--- src/hw/rtl/fdl_pkg.sv ---
// ============================================================================
// fdl_pkg
// Constants, types and register codes of the feedback delay line.
// ============================================================================
package fdl_pkg;

    // The buffer depth must be a power of two.
    localparam int DEPTH       = 262144;
    localparam int ADDR_BITS   = $clog2(DEPTH);
    localparam int SAMPLE_BITS = 16;

    localparam int DELAY_BITS     = 18;
    localparam int GAIN_BITS      = 7;
    localparam int CFG_INDEX_BITS = 2;
    localparam int CFG_DATA_BITS  = 18;

    localparam logic [CFG_INDEX_BITS-1:0] REG_DELAY    = 2'd0;
    localparam logic [CFG_INDEX_BITS-1:0] REG_FEEDBACK = 2'd1;

    localparam logic [DELAY_BITS-1:0] DELAY_RESET = 18'd48000;
    localparam logic [GAIN_BITS-1:0]  GAIN_RESET  = 7'd50;

    // |delayed| * gain stays below 2^(SAMPLE_BITS+6) for a 7-bit gain.
    localparam int MAG_BITS = SAMPLE_BITS + 6;
    // Exact floor division by GAIN_DIV through a reciprocal: the rounding error of
    // RECIP times GAIN_DIV stays below 2^(SCALE_K-MAG_BITS).
    localparam int GAIN_DIV   = 100;
    localparam int SCALE_K    = MAG_BITS + 7;
    localparam int RECIP_BITS = SCALE_K - 6;
    localparam logic [63:0] RECIP_FULL =
        ((64'd1 << SCALE_K) + 64'(GAIN_DIV) - 64'd1) / 64'(GAIN_DIV);
    localparam logic [RECIP_BITS-1:0] RECIP = RECIP_FULL[RECIP_BITS-1:0];
    localparam int Q_BITS = SAMPLE_BITS;

    localparam int SUM_BITS = SAMPLE_BITS + 2;
    localparam logic signed [SUM_BITS-1:0] SUM_MAX =
        SUM_BITS'((64'sd1 <<< (SAMPLE_BITS - 1)) - 64'sd1);
    localparam logic signed [SUM_BITS-1:0] SUM_MIN = -SUM_MAX - SUM_BITS'(1);

    typedef struct packed {
        logic                          en;
        logic [ADDR_BITS-1:0]          addr;
        logic signed [SAMPLE_BITS-1:0] data;
    } wr_req_t;

    typedef struct packed {
        logic load_mag;
        logic load_q;
    } scale_ctl_t;

endpackage

--- src/hw/rtl/fdl_scale.sv ---
// ============================================================================
// fdl_scale
// Two-stage gain unit: magnitude of delayed sample times gain, then an exact
// divide by one hundred through a reciprocal multiply. Sign travels alongside.
// ============================================================================
module fdl_scale (
    input  logic                                   clk,
    input  fdl_pkg::scale_ctl_t                    ctl,
    input  logic signed [fdl_pkg::SAMPLE_BITS-1:0] delayed,
    input  logic [fdl_pkg::GAIN_BITS-1:0]          gain,
    output logic [fdl_pkg::Q_BITS-1:0]             q_mag,
    output logic                                   q_neg
);

    localparam int AbsBits  = fdl_pkg::SAMPLE_BITS + 1;
    localparam int ProdBits = AbsBits + fdl_pkg::GAIN_BITS;
    localparam int RcpBits  = fdl_pkg::MAG_BITS + fdl_pkg::RECIP_BITS;

    logic [AbsBits-1:0]              ext_d;
    logic [AbsBits-1:0]              abs_d;
    logic [ProdBits-1:0]             prod_a;
    logic [fdl_pkg::MAG_BITS-1:0]    mag_next;
    logic [fdl_pkg::MAG_BITS-1:0]    mag_reg;
    logic                            neg_a_reg;
    logic [RcpBits-1:0]              prod_b;
    logic [fdl_pkg::Q_BITS-1:0]      q_next;
    logic [fdl_pkg::Q_BITS-1:0]      q_reg;
    logic                            neg_b_reg;

    always_comb
    begin
        ext_d    = {delayed[fdl_pkg::SAMPLE_BITS-1], delayed};
        abs_d    = delayed[fdl_pkg::SAMPLE_BITS-1] ? (~ext_d + AbsBits'(1)) : ext_d;
        prod_a   = abs_d * {{AbsBits{1'b0}}, gain};
        mag_next = prod_a[fdl_pkg::MAG_BITS-1:0];
    end

    always_comb
    begin
        prod_b = {{fdl_pkg::RECIP_BITS{1'b0}}, mag_reg}
               * {{fdl_pkg::MAG_BITS{1'b0}}, fdl_pkg::RECIP};
        q_next = prod_b[fdl_pkg::SCALE_K +: fdl_pkg::Q_BITS];
    end

    always_ff @(posedge clk)
    begin
        if (ctl.load_mag)
        begin
            mag_reg   <= mag_next;
            neg_a_reg <= delayed[fdl_pkg::SAMPLE_BITS-1];
        end
        if (ctl.load_q)
        begin
            q_reg     <= q_next;
            neg_b_reg <= neg_a_reg;
        end
    end

    assign q_mag = q_reg;
    assign q_neg = neg_b_reg;

endmodule

--- config.mk ---
export PLATFORM = sky130hd
export DESIGN_NAME = fdl_scale
export DESIGN_NICKNAME = d
export VERILOG_FILES = /design/src/hw/rtl/fdl_pkg.sv /design/src/hw/rtl/fdl_scale.sv
export SDC_FILE = /design/constraint.sdc
export NUM_CORES = 1
export LEC_CHECK = 0
export ABC_AREA = 1
export BUFFER_PORTS_ARGS = -buffer_cell sky130_fd_sc_hd__clkbuf_2
export CAP_MARGIN = 20
export CORE_ASPECT_RATIO = 1.75
export CORE_MARGIN = 5
export CORE_UTILIZATION = 60
export DETAILED_ROUTE_END_ITERATION = 6
export PLACE_DENSITY_LB_ADDON = 0.25
export SETUP_SLACK_MARGIN = 0.3
export SYNTH_ARGS = -nofsm -noshare
export SYNTH_HDL_FRONTEND = slang
export SYNTH_SLANG_ARGS = --single-unit
--- constraint.sdc ---
create_clock -name clk -period 11.7 [get_ports clk]
set_input_delay 1.17 -clock clk [delete_from_list [all_inputs] [get_ports clk]]
set_output_delay 1.17 -clock clk [all_outputs]
set_load 0.01 [all_outputs]
==> metrics.txt <==
status complete, no violations; pin count of the biggest net entering global routing 24; final net count 2378; Iteration-0 DRC Markers 529; RSZ-0062 raised after global routing false; Post-Syn Area 0.01494 sq mm; type of the tightest min-delay check flip-flop to flip-flop; Post-CTS Hold Buffers 0; total track usage 31.72%; sequential share of the synthesized area 8.040%; buffers from clock root to sink, at most 2; mean area per synthesized cell 8.388 sq um; max FFs per register 22; Post-synth EDFFs 40; antenna violations before repair 0; Initial Utilization 60.66%; Final Hold Vio Count 0; Detailed Routing Iterations Pass 1 5; cells after synthesis 1781; fmax 0.1621 GHz; # port buffers 42; yosys warns 0; most frequent cells in the layout 458 x inv_1, 288 x nand2_1, 273 x ha_1; vias per inst 5.492; post_cts resized 0; worst r2r path cells 20; FFs w/ async S/R, synth 0%; Placer Congestion 0.9847; antenna cells 0; R2R Path End q_mag[14]$_DFFE_PP_; clk sinks 40; Die Y 218.7 um; skew final 12.93 ps; postcts setup bufs 0; Distinct cells, synth 44; # Max-Cap Violations 0; crit path DAT 6210 ps; H-tree Lvls 2; fin crit period 6170 ps; Reg clk slew, reported paths 60 ps; commonest non-fill, non-tap cell in the layout inv_1; WL/cell 19.76 um; vias in the first global route 13040; Routed WL 42310 um; Die W 129.3 um; first-pass GRT wire length 66690 um; CTS Buf Count 5; Worst R2R Setup Slack 5530 ps; Max FO, Critical Path 8; total negative slack 0 ps; WS Path Type flip-flop to flip-flop; Min Hold Slack 431.9 ps; Critical path origin mag_reg[12]$_DFFE_PP_; DRC 0; Critical Path End q_mag[14]$_DFFE_PP_; post-synth top area share 33.63%; setup violators final 0; worst path required time 11740 ps; reg2reg start mag_reg[12]$_DFFE_PP_; Remaining Overflow, GRT 0; worst relative slew slack 54.93%; Post-DP HPWL 38570 um; layout cells sized above 1 5.413%; dominant cells by area after synthesis fa_1 34%, ha_1 23%, inv_1 12%; row cnt 76; via count 11760; CTS tree done; worst skew pair latency 310 ps; IO Pins 43; crit share post-route 52.74%; startpoint types flip-flop; Critical Path Sink Type flip-flop; clk root buf clkbuf_16; Tightest Pin Transition 676.0 ps; Synth-to-Final Area Change 5.025%; Slew Viols, Final 0; ys flop type edfxtp_1; die area 0.02828 sq mm; flops & latches, synth 40; Final ANT Viol Nets 0; area leader, netlist fa_1; core area 0.02463 sq mm
worst min-delay path by stage:
| stage | startpoint | end | cells after the start |
|---|---|---|---|
| after floorplan | neg_a_reg$_DFFE_PP_ | q_neg$_DFFE_PP_ | 0 |
| after global placement | neg_a_reg$_DFFE_PP_ | q_neg$_DFFE_PP_ | 0 |
| after detailed placement | neg_a_reg$_DFFE_PP_ | q_neg$_DFFE_PP_ | 0 |
| after CTS | neg_a_reg$_DFFE_PP_ | q_neg$_DFFE_PP_ | 0 |
| after global routing | neg_a_reg$_DFFE_PP_ | q_neg$_DFFE_PP_ | 0 |
| final | neg_a_reg$_DFFE_PP_ | q_neg$_DFFE_PP_ | 0 |
cells by family (layout without fill, tap and decap cells):
| kind of cell | Yosys count | count (layout) | synth area share [%] |
|---|---|---|---|
| AOI/OAI and AO/OA | 140 | 140 | 5.394 |
| xor gates and xnor gates | 26 | 26 | 1.575 |
| adders and majority gates | 524 | 524 | 56.50 |
| buffers and inverters | 476 | 521 | 12.05 |
| DFF | 40 | 40 | 8.040 |
| other | 2 | 5 | 0.05027 |
| and+or+nand+nor | 573 | 573 | 16.39 |
critical path, stage by stage, from the launching register on:
cell      delay (ps)
edfxtp_1         640
ha_1             520
inv_1            110
fa_1             470
fa_1             520
fa_1             570
inv_1             60
fa_1             380
fa_1             520
inv_1             50
fa_1             610
inv_1             70
ha_1             300
a21oi_1          250
o21ai_0          210
a21oi_1          210
nand2_1           70
nand2_1          100
nand3_1           90
nand2_1           60
nand2_1           70
cell usage after synthesis (4+ instances only):
| master | instances |
|---|---|
| inv_1 | 458 |
| nand3_1 | 42 |
| edfxtp_1 | 40 |
| xor2_1 | 17 |
| a21boi_0 | 4 |
| o21ai_2 | 5 |
| nand2_2 | 6 |
| nor2_1 | 168 |
| xnor2_1 | 8 |
| nor3_2 | 4 |
| ha_1 | 273 |
| a21oi_2 | 4 |
| inv_2 | 8 |
| fa_1 | 251 |
| clkbuf_1 | 4 |
| nor2_2 | 8 |
| a21oi_1 | 66 |
| nand3_2 | 4 |
| nand4_1 | 24 |
| nor3_1 | 10 |
| a21o_1 | 5 |
| nand2_1 | 288 |
| o21ai_0 | 38 |
| o21bai_1 | 12 |
metrics by stage:
stage	utilization, %	instance area (sq um)	setup WS (ps)	instances
6_report	63.71	15690	5530	2141
5_1_grt	63.71	15690	5208	2141
2_1_floorplan	-	14950	5891	1784
4_1_cts	63.71	15690	5542	2141
3_5_place_dp	63.05	15530	5269	2133
3_3_place_gp	63.05	15530	5392	2133
per-layer routing:
metal | vias to the layer above | track usage, % | part of all wire [%]
li1 | 5558 | - | -
met1 | 5712 | 28.46 | 30
met2 | 312 | 62.02 | 57
met3 | 177 | 2.005 | 2.4
met4 | 0 | 26.17 | 10
met5 | - | 0 | 0
final cells by class:
cell class / instances / area [sq um]
multi-input cells: 1268 / 11950
flip-flops and latches: 40 / 1201
clock inverters: 3 / 37.54
well taps: 312 / 390.4
clock buffers: 5 / 125.1
inverters: 470 / 1769
repair buffers: 43 / 217.7
fillers: 2254 / 8939
Power is left out: the tool's default activity adds up to more than one toggle a clock period on the data nets, which glitch-free logic cannot reach.
